<file path="config.mk">
export PLATFORM = sky130hd
export DESIGN_NAME = base64_stream_decoder
export DESIGN_NICKNAME = d
export VERILOG_FILES = /design/src/design/b64d_pkg.sv /design/src/design/base64_stream_decoder.sv /design/src/design/b64d_front.sv /design/src/design/b64d_queue.sv /design/src/design/b64d_back.sv
export SDC_FILE = /design/constraint.sdc
export NUM_CORES = 1
export LEC_CHECK = 0
export ABC_AREA = 1
export BUFFER_PORTS_ARGS = -buffer_cell sky130_fd_sc_hd__buf_2
export CAP_MARGIN = 15
export CORE_MARGIN = 4
export CORE_UTILIZATION = 28
export CTS_CLUSTER_SIZE = 25
export DETAILED_ROUTE_END_ITERATION = 6
export GPL_TIMING_DRIVEN = 1
export HOLD_SLACK_MARGIN = 0.15
export PLACE_DENSITY = 0.52
export SLEW_MARGIN = 5
export SYNTH_ARGS = -nofsm -noshare
export SYNTH_HDL_FRONTEND = slang
export SYNTH_SLANG_ARGS = --single-unit
</file>
<file path="constraint.sdc">
create_clock -name clk -period 3.6 [get_ports clk]
set_input_delay 0 -clock clk [delete_from_list [all_inputs] [get_ports clk]]
set_output_delay 0 -clock clk [all_outputs]
set_load 0.01 [all_outputs]
</file>
<file path="src/design/b64d_pkg.sv">
package b64d_pkg;

  localparam int unsigned QUEUE_DEPTH = 4;

  typedef enum logic [1:0] {
    PH_FIRST,
    PH_SECOND,
    PH_THIRD,
    PH_FOURTH
  } phase_t;

  typedef struct packed {
    logic [5:0] sextet;
    logic       is_data;
    logic       is_pad;
    logic       is_last;
  } b64d_entry_t;

  typedef struct packed {
    logic byte_valid;
    logic [7:0] data_byte;
    logic message_end;
    logic malformed;
  } b64d_result_t;

endpackage

</file>
<file path="src/design/base64_stream_decoder.sv">
// Streaming Base64 decoder for the standard alphabet, taking one character per
// item and returning exactly one result item per character, in order. It
// sustains one item per clock cycle in both directions while the item queue
// is not full and results are popped. An accepted item passes in turn the
// combinational character classifier, the item queue of QUEUE_DEPTH
// entries and the result register. A byte is produced on the second, third and
// fourth data character of each group, and the result for the last character
// of a message carries message_end together with the malformed flag for the
// whole message. Bytes already delivered from a message that turns out
// malformed must be discarded.
module base64_stream_decoder
  import b64d_pkg::*;
#(
  parameter int unsigned QUEUE_DEPTH_P = QUEUE_DEPTH
) (
  input  logic       clk,
  input  logic       rst_n,
  input  logic       push,
  output logic       full,
  input  logic [7:0] in_char,
  input  logic       in_is_last,
  output logic       empty,
  input  logic       pop,
  output logic       out_byte_valid,
  output logic [7:0] out_data_byte,
  output logic       out_message_end,
  output logic       out_malformed
);

  b64d_entry_t  front_entry;
  b64d_entry_t  head_entry;
  logic         q_empty;
  logic         q_take;
  b64d_result_t result;

  b64d_front u_front (
    .in_char    (in_char),
    .in_is_last (in_is_last),
    .entry      (front_entry)
  );

  b64d_queue #(
    .DEPTH (QUEUE_DEPTH_P)
  ) u_queue (
    .clk      (clk),
    .rst_n    (rst_n),
    .wr_en    (push),
    .wr_entry (front_entry),
    .full     (full),
    .rd_en    (q_take),
    .rd_entry (head_entry),
    .empty    (q_empty)
  );

  b64d_back u_back (
    .clk          (clk),
    .rst_n        (rst_n),
    .head         (head_entry),
    .head_empty   (q_empty),
    .head_take    (q_take),
    .result       (result),
    .result_empty (empty),
    .result_pop   (pop)
  );

  assign out_byte_valid  = result.byte_valid;
  assign out_data_byte   = result.data_byte;
  assign out_message_end = result.message_end;
  assign out_malformed   = result.malformed;

`ifndef NO_ASSERTIONS
  a_malformed_only_at_end: assert property (@(posedge clk) disable iff (!rst_n)
    !empty |-> (!out_malformed || out_message_end))
    else $error("malformed flag set on a result that does not end a message");

  a_no_byte_reads_zero: assert property (@(posedge clk) disable iff (!rst_n)
    (!empty && !out_byte_valid) |-> (out_data_byte == 8'h00))
    else $error("data byte is nonzero on a result without a byte");

  a_push_reaches_queue: assert property (@(posedge clk) disable iff (!rst_n)
    (push && !full && q_empty) |=> !q_empty)
    else $error("accepted item did not arrive in the item queue");
`endif

endmodule

</file>
<file path="src/design/b64d_front.sv">
module b64d_front
  import b64d_pkg::*;
(
  input  logic [7:0]  in_char,
  input  logic        in_is_last,
  output b64d_entry_t entry
);

  localparam logic [7:0] CHAR_PLUS  = 8'h2B;
  localparam logic [7:0] CHAR_SLASH = 8'h2F;
  localparam logic [7:0] CHAR_PAD   = 8'h3D;
  localparam logic [5:0] SEXTET_PLUS  = 6'h3E;
  localparam logic [5:0] SEXTET_SLASH = 6'h3F;

  logic [7:0] diff;

  always_comb begin
    diff          = 8'h00;
    entry.sextet  = 6'h00;
    entry.is_data = 1'b1;
    entry.is_pad  = (in_char == CHAR_PAD);
    entry.is_last = in_is_last;
    if (in_char inside {[8'h41:8'h5A]}) begin
      diff = in_char - 8'h41;
      entry.sextet = diff[5:0];
    end else if (in_char inside {[8'h61:8'h7A]}) begin
      diff = in_char - 8'h47;
      entry.sextet = diff[5:0];
    end else if (in_char inside {[8'h30:8'h39]}) begin
      diff = in_char + 8'h04;
      entry.sextet = diff[5:0];
    end else if (in_char == CHAR_PLUS) begin
      entry.sextet = SEXTET_PLUS;
    end else if (in_char == CHAR_SLASH) begin
      entry.sextet = SEXTET_SLASH;
    end else begin
      entry.is_data = 1'b0;
    end
  end

endmodule

</file>
<file path="src/design/b64d_queue.sv">
module b64d_queue
  import b64d_pkg::*;
#(
  parameter int unsigned DEPTH = QUEUE_DEPTH
) (
  input  logic        clk,
  input  logic        rst_n,
  input  logic        wr_en,
  input  b64d_entry_t wr_entry,
  output logic        full,
  input  logic        rd_en,
  output b64d_entry_t rd_entry,
  output logic        empty
);

  localparam int unsigned PTR_W = (DEPTH > 1) ? $clog2(DEPTH) : 1;
  localparam int unsigned CNT_W = $clog2(DEPTH + 1);
  localparam logic [PTR_W-1:0] LAST_PTR = PTR_W'(DEPTH - 1);
  localparam logic [CNT_W-1:0] FULL_CNT = CNT_W'(DEPTH);

  b64d_entry_t      mem_r [DEPTH];
  logic [PTR_W-1:0] wr_ptr_r, wr_ptr_nxt;
  logic [PTR_W-1:0] rd_ptr_r, rd_ptr_nxt;
  logic [CNT_W-1:0] count_r, count_nxt;
  logic             do_wr, do_rd;

  assign full     = (count_r == FULL_CNT);
  assign empty    = (count_r == '0);
  assign do_wr    = wr_en && !full;
  assign do_rd    = rd_en && !empty;
  assign rd_entry = mem_r[rd_ptr_r];

  always_comb begin
    wr_ptr_nxt = wr_ptr_r;
    rd_ptr_nxt = rd_ptr_r;
    count_nxt  = count_r;
    if (do_wr) begin
      wr_ptr_nxt = (wr_ptr_r == LAST_PTR) ? '0 : wr_ptr_r + PTR_W'(1);
    end
    if (do_rd) begin
      rd_ptr_nxt = (rd_ptr_r == LAST_PTR) ? '0 : rd_ptr_r + PTR_W'(1);
    end
    if (do_wr && !do_rd) begin
      count_nxt = count_r + CNT_W'(1);
    end else if (do_rd && !do_wr) begin
      count_nxt = count_r - CNT_W'(1);
    end
  end

  always_ff @(posedge clk) begin
    if (!rst_n) begin
      wr_ptr_r <= '0;
      rd_ptr_r <= '0;
      count_r  <= '0;
    end else begin
      wr_ptr_r <= wr_ptr_nxt;
      rd_ptr_r <= rd_ptr_nxt;
      count_r  <= count_nxt;
    end
  end

  always_ff @(posedge clk) begin
    if (do_wr) begin
      mem_r[wr_ptr_r] <= wr_entry;
    end
  end

endmodule

</file>
<file path="src/design/b64d_back.sv">
module b64d_back
  import b64d_pkg::*;
(
  input  logic         clk,
  input  logic         rst_n,
  input  b64d_entry_t  head,
  input  logic         head_empty,
  output logic         head_take,
  output b64d_result_t result,
  output logic         result_empty,
  input  logic         result_pop
);

  phase_t       phase_r, phase_nxt;
  logic [5:0]   residue_r, residue_nxt;
  logic [1:0]   len_r, len_nxt;
  logic [1:0]   pad_r, pad_nxt;
  logic         err_r, err_nxt;
  logic         out_valid_r, out_valid_nxt;
  b64d_result_t result_r, result_nxt;

  assign head_take    = !head_empty && (!out_valid_r || result_pop);
  assign result       = result_r;
  assign result_empty = !out_valid_r;

  always_comb begin
    phase_nxt   = phase_r;
    residue_nxt = residue_r;
    len_nxt     = len_r;
    pad_nxt     = pad_r;
    err_nxt     = err_r;
    result_nxt  = result_r;
    out_valid_nxt = out_valid_r && !result_pop;
    if (head_take) begin
      out_valid_nxt = 1'b1;
      result_nxt    = '0;
      len_nxt       = len_r + 2'd1;
      if (head.is_pad) begin
        if (pad_r >= 2'd2) begin
          err_nxt = 1'b1;
        end else begin
          pad_nxt = pad_r + 2'd1;
        end
      end else if (!head.is_data || pad_r != 2'd0) begin
        err_nxt = 1'b1;
      end else begin
        case (phase_r)
          PH_FIRST: begin
            residue_nxt = head.sextet;
            phase_nxt   = PH_SECOND;
          end
          PH_SECOND: begin
            result_nxt.data_byte  = {residue_r, head.sextet[5:4]};
            result_nxt.byte_valid = 1'b1;
            residue_nxt = {2'b00, head.sextet[3:0]};
            phase_nxt   = PH_THIRD;
          end
          PH_THIRD: begin
            result_nxt.data_byte  = {residue_r[3:0], head.sextet[5:2]};
            result_nxt.byte_valid = 1'b1;
            residue_nxt = {4'b0000, head.sextet[1:0]};
            phase_nxt   = PH_FOURTH;
          end
          PH_FOURTH: begin
            result_nxt.data_byte  = {residue_r[1:0], head.sextet};
            result_nxt.byte_valid = 1'b1;
            residue_nxt = 6'h00;
            phase_nxt   = PH_FIRST;
          end
          default: begin
            phase_nxt = PH_FIRST;
          end
        endcase
      end
      if (head.is_last) begin
        result_nxt.message_end = 1'b1;
        result_nxt.malformed   = err_nxt || (len_nxt == 2'd1) || (phase_nxt == PH_SECOND);
        phase_nxt   = PH_FIRST;
        residue_nxt = 6'h00;
        len_nxt     = 2'd0;
        pad_nxt     = 2'd0;
        err_nxt     = 1'b0;
      end
    end
  end

  always_ff @(posedge clk) begin
    if (!rst_n) begin
      phase_r     <= PH_FIRST;
      residue_r   <= 6'h00;
      len_r       <= 2'd0;
      pad_r       <= 2'd0;
      err_r       <= 1'b0;
      out_valid_r <= 1'b0;
    end else begin
      phase_r     <= phase_nxt;
      residue_r   <= residue_nxt;
      len_r       <= len_nxt;
      pad_r       <= pad_nxt;
      err_r       <= err_nxt;
      out_valid_r <= out_valid_nxt;
    end
  end

  always_ff @(posedge clk) begin
    result_r <= result_nxt;
  end

endmodule
</file>
# ---- Word-level counts from Yosys, hierarchy flattened
# Memory sizes are Yosys's and may differ from the RTL's. A register that Yosys moved wholly into a read port is not among the register bits.
# Index checks and enable logic that the tools add are counted.
dict set report totals {
  mem_count 1
  ram_bits 36
  regBits 32
  inputBits 13
  out_inout_bits 13
}
# name words width rd rd_clocked_by_memory_dff write_ports line
set memory_table {}
lappend memory_table {u_queue.mem_r 4 9 1 1 1 b64d_queue.sv:21} ;# b64d_entry_t mem_r [DEPTH];
dict set report classes {
  mux 39
  n_addsub 9
  magnitude_cmp 7
  reduce_logical 28
  eq_ne 14
}
# cell n
set op_table {}
lappend op_table {{6-bit two-way mux} 8}
lappend op_table {{9-bit one-hot mux with 3 select lines} 1}
lappend op_table {{2-bit two-way mux} 13}
lappend op_table {{8-bit by 6-bit equality test with 1-bit output (second input constant)} 3}
lappend op_table {{6-bit one-hot mux with 4 select lines} 1}
lappend op_table {{8-bit by 7-bit greater-or-equal comparator with 1-bit output (second input constant)} 2}
lappend op_table {{8-bit by 7-bit <= comparator with 1-bit output (second input constant)} 2}
lappend op_table {{1-bit two-way mux} 13}
lappend op_table {{1-bit logical AND} 9}
lappend op_table {{2-bit by 1-bit adder with 2-bit output (second input constant)} 4}
lappend op_table {{2-bit equality test (second input constant)} 4}
lappend op_table {{8-bit by 6-bit greater-or-equal comparator with 1-bit output (second input constant)} 1}
lappend op_table {{8-bit by 6-bit <= comparator with 1-bit output (second input constant)} 1}
lappend op_table {{2-bit one-hot mux with 4 select lines} 1}
lappend op_table {{1-bit zero test} 7}
lappend op_table {{6-bit by 3-bit adder with 6-bit output (second input constant)} 1}
lappend op_table {{2-bit by 1-bit equality test with 1-bit output (second input constant)} 3}
lappend op_table {{3-bit two-way mux} 2}
lappend op_table {{2-bit != test (second input constant)} 3}
lappend op_table {{3-bit AND reduction} 2}
lappend op_table {{2-bit nonzero test} 3}
lappend op_table {{6-bit by 1-bit subtractor with 6-bit output (second input constant)} 1}
lappend op_table {{6-bit by 3-bit subtractor with 6-bit output (second input constant)} 1}
lappend op_table {{1-bit logical OR} 4}
lappend op_table {{other kinds (7)} 7}

# ---- Depth between registers and ports, before layout
dict set report logic_depth {
  depth_word 8
  ltp_mapped 12
  depth_no_buf 12
}

# ---- Cells and area by module
# Synthesis repeated with hierarchy kept, for this count alone.
dict set report hier_totals {
  hier_cells 454
  hier_area_um2 4028.9
}
# module n_inst area_each_um2 cells_each seq_area_each_um2
set by_module_without_submodules {}
lappend by_module_without_submodules {b64d_queue 1 1954.4 158 1261.2}
lappend by_module_without_submodules {b64d_back 1 1301.2 164 610.6}
lappend by_module_without_submodules {b64d_front 1 773.2 132 0.0}

# ---- Worst setup path after synthesis
# Ideal clock, no wire load.
dict set report synth_path {
  path_kind {flip-flop to flip-flop}
  startpoint {register u_queue.count_r[0]}
  endpoint {register u_queue.count_r[1]}
  setup_time_ns 0.120
  period_less_slack_ns 2.220
  t_arrival_ns 2.099
  path_stages_with_launch 9
  slack_ns 1.380
  n_path_buf 0
  cell_sequence {dfxtp_1 > nor3_1 > nor2_2 > inv_1 > ha_1 > inv_1 > fa_1 > o21ai_0 > a21oi_1}
}
dict set report synth_between {
  elab_chain_cells 7
  word_cells_on_any_way 16
  classes_between {add/sub (2); eq/ne (1); mux (2); reduce/logical (11)}
}
# item line
set synth_rtl {}
lappend synth_rtl {{start: declaration} b64d_queue.sv:24} ;# logic [CNT_W-1:0] count_r, count_nxt;
lappend synth_rtl {{start signal: assignment} b64d_queue.sv:58} ;# count_r <= count_nxt;
lappend synth_rtl {{3-bit zero test} b64d_queue.sv:28} ;# assign empty = (count_r == '0);
lappend synth_rtl {{1-bit zero test} b64d_back.sv:22} ;# assign head_take = !head_empty && (!out_valid_r || result_pop);
lappend synth_rtl {{1-bit logical AND} b64d_back.sv:22}
lappend synth_rtl {{net q_take} base64_stream_decoder.sv:33} ;# logic q_take;
lappend synth_rtl {{1-bit logical AND} b64d_queue.sv:30} ;# assign do_rd = rd_en && !empty;
lappend synth_rtl {{1-bit zero test} b64d_queue.sv:43} ;# if (do_wr && !do_rd) begin
lappend synth_rtl {{1-bit logical AND} b64d_queue.sv:43}
lappend synth_rtl {{3-bit two-way mux} b64d_queue.sv:43}
lappend synth_rtl {{net u_queue.count_nxt[1]} b64d_queue.sv:24}
# The timed path passes the listed nets, and every way through them passes these cells. The select of a mux whose other input is x is not followed.
# A chain may end at the register's enable or synchronous reset.

# ---- Worst setup path after layout
dict set report layout_path {
  startpoint {register u_queue.count_r[0]}
  endpoint {register u_queue.count_r[2]}
}
dict set report layout_between {
  elab_chain_cells 7
  word_cells_on_any_way 16
  classes_between {add/sub (2); eq/ne (1); mux (2); reduce/logical (11)}
}
# item line
set layout_rtl {}
lappend layout_rtl {{3-bit zero test *} b64d_queue.sv:28}
lappend layout_rtl {{1-bit zero test *} b64d_back.sv:22}
lappend layout_rtl {{1-bit logical AND *} b64d_back.sv:22}
lappend layout_rtl {{net q_take} base64_stream_decoder.sv:33}
lappend layout_rtl {{1-bit logical AND *} b64d_queue.sv:30}
lappend layout_rtl {{1-bit zero test} b64d_queue.sv:43}
lappend layout_rtl {{1-bit logical AND} b64d_queue.sv:43}
lappend layout_rtl {{3-bit two-way mux or 2-bit nonzero test (tied branches)} -}
# Mark *: on every way through the listed nets, which the timed path passes. The rest lies on a longest branch. The select of a mux whose other input is x is not followed.

==> run metrics <==
status finished clean; reg2reg path depth 11; slowest stage cell, crit path nor2_2; DRC Markers 0; setup TNS 0 ps; Final Hold Viols 0; clock buffer depth 2; P_leak 0.00181 uW; # diodes 0; later-pin clock latency in the skew report 330 ps; Final Cell Area 4410 sq um; Die W 124 um; DP Cell Count 618; critical path endpoint category flip-flop; H-tree depth 3; fmax 375 MHz; Pins Over Slew Limit 0; cell chosen for the clock root clkbuf_16; via count 2862; DRT Wirelength 7790 um; first-pass GRT wire length 13300 um; TritonCTS Buffers 9; core box area 13200 sq um; die height 124 um; die area 15400 sq um; drt wl/cell 12.2 um; total track usage 0.110; Synth Flop Type edfxtp_1; Yosys cell types 41; TritonCTS Sinks 70; Critical R2R Launch u_queue.count_r[0]; routability congestion estimate 0.868; Util after Layout 0.334; period utilization 0.740; CTS tree built; initial antenna violation count 0; Worst Path Required 3810 ps; share of layout cells above drive strength 1 0.147; Ports 26; Worst setup SP type flip-flop; RSZ-0062 raised after global routing no; final std cells w/o fill 639; slew margin rel. 0.369; CP Launch Point u_queue.count_r[0]; Synth top area share 0.374; WP data arrival 2880 ps; Post-Route Skew 5.18 ps; Detailed Route Iter0 Violations 234; # resized after CTS 0; synthesized area 3770 sq um; Net Count, Synth 462; cell count after synthesis 426; Crit Path Category flip-flop to flip-flop; largest cells by area after synthesis edfxtp_1 (37%), dfxtp_1 (12%), nand2_1 (8.3%); Worst Tran Pin Value 944 ps; input/output buffers 25; Area Growth Syn to Fin 16.9%; Mean Syn Cell Area 8.85 sq um; post-synthesis sequential area ratio 0.497; Seq cells post-synth 70; FP Rows 42; # setup viols final 0; Final #Nets 494; vias in the first global route 2810; ys async rst share 0; max_cap viols 0; dpl hpwl 5710 um; commonest non-fill, non-tap cell in the layout nand2_1; pwr dens 746 nW/um^2; final antenna-violating net count 0; Min-Delay Path Class input pin to flip-flop; HP Start in_char[6]; reg-to-reg endpoint u_queue.count_r[2]; Critical Path Fanout Max 19; Critical Path End u_queue.count_r[2]; critical-path cell list nor3_1 > nor2_2 > inv_1 > ha_1 > inv_1 > fa_1 > nor2_1 > nor2_1 > nand2_1 > o21ai_0 > a21oi_1; vias per std cell 4.48; Post-synth EDFFs 47; commonest cells after routing, fill and taps aside nand2_1 (83), inv_1 (52), nor2_1 (49), edfxtp_1 (47), nand3_1 (28); Overflow after GRT 0; CP max stage delay 710 ps; Placement Cell Area 4050 sq um; Max VDD drop 288 uV; largest net degree at the start of global routing 21; top cell type by total area after synthesis edfxtp_1; Initial Util 0.286; Clock Pin Slew Worst Setup and Hold Paths 60 ps; Final min period 2660 ps; TritonRoute pass-1 iters 4; synthesis warning total 0; R2R Setup Slk 940 ps
==> cell usage after synthesis (all sizes together), types with 2 or more instances <==
cell / instances
a21oi: 19
a31oi: 6
buf: 6
clkbuf: 3
dfxtp: 23
edfxtp: 47
ha: 22
inv: 59
nand2: 93
nand3: 31
nand4: 5
nor2: 52
nor3: 7
o21ai: 30
o22a: 2
o22ai: 3
o31ai: 2
xor2: 8
==> cell families after synthesis <==
group                      Yosys count  share of synthesized area
and+or+nand+nor                    191                      0.228
DFF                                 70                      0.497
buffers and inverters               69                     0.0810
AOI/OAI and AO/OA                   65                     0.0972
adders and majority gates           23                     0.0783
xor gates and xnor gates             8                     0.0186
==> metrics by stage <==
| step | hold WS [ps] | worst slack, ps | total power [uW] |
|---|---|---|---|
| after floorplan | 98.9 | 1380 | 2110 |
| after global placement | 227 | 1070 | 2380 |
| after detailed placement | 235 | 902 | 2400 |
| after CTS | 196 | 894 | 3320 |
| after global routing | 256 | 607 | 3550 |
| final | 207 | 937 | 3290 |
==> flip-flops by register name, indices dropped and copies added (netlist names), named ones only <==
| name | count |
|---|---|
| u_queue.mem_r | 36 |
| u_back.result | 11 |
| u_back.residue_r | 6 |
| u_queue.count_r | 3 |
| u_back.len_r | 2 |
| u_back.pad_r | 2 |
| u_back.phase_r | 2 |
| u_queue.rd_ptr_r | 2 |
| u_queue.wr_ptr_r | 2 |
| u_back.err_r | 1 |
| u_back.out_valid_r | 1 |
==> power breakdown <==
part           switching, uW  internal, uW
clock network            360           547
logic                    782           397
registers                122          1080
==> layout make-up <==
type	count	area, sq um
Clock buffer	9	225
Clock inverter	7	80.1
Fill cell	1361	8780
Inverter	60	241
Multi-Input combinational cell	287	1590
Sequential cell	70	1870
Tap cell	176	220
Timing Repair Buffer	30	175
==> how the worst min path moves through the flow <==
stage / slack (ps) / end / cells after the start
CTS: 200 / u_queue.mem_r[3][1] / 4
global placement: 230 / u_queue.mem_r[1][0] / 1
detailed placement: 230 / u_queue.mem_r[1][0] / 1
finish: 210 / u_queue.mem_r[1][1] / 4
floorplan: 100 / u_queue.mem_r[0][0] / 0
global route: 260 / u_queue.mem_r[0][3] / 3
==> what timing repair did <==
action,4_1_cts,5_1_grt
hold endpoints to repair,20,0
hold buffers,5,0
buffers inserted,0,0
==> critical path, delay by kind of cell (launching register included) <==
family          cells  cell delay (ps)
buf+inv             2              390
compound gates      2              270
fa+ha+maj           2              470
flops               1              410
simple gates        5             1020
==> per-layer routing <==
| metal | global-route usage | vias to the layer above | wire length, um |
|---|---|---|---|
| li1 | - | 1475 | - |
| met1 | 0.139 | 1321 | 3780 |
| met2 | 0.178 | 53 | 3560 |
| met3 | 0.0282 | 13 | 304 |
| met4 | 0.0459 | 0 | 145 |
| met5 | 0 | - | 0 |
Note: power is estimated with default switching activity, not from simulation.
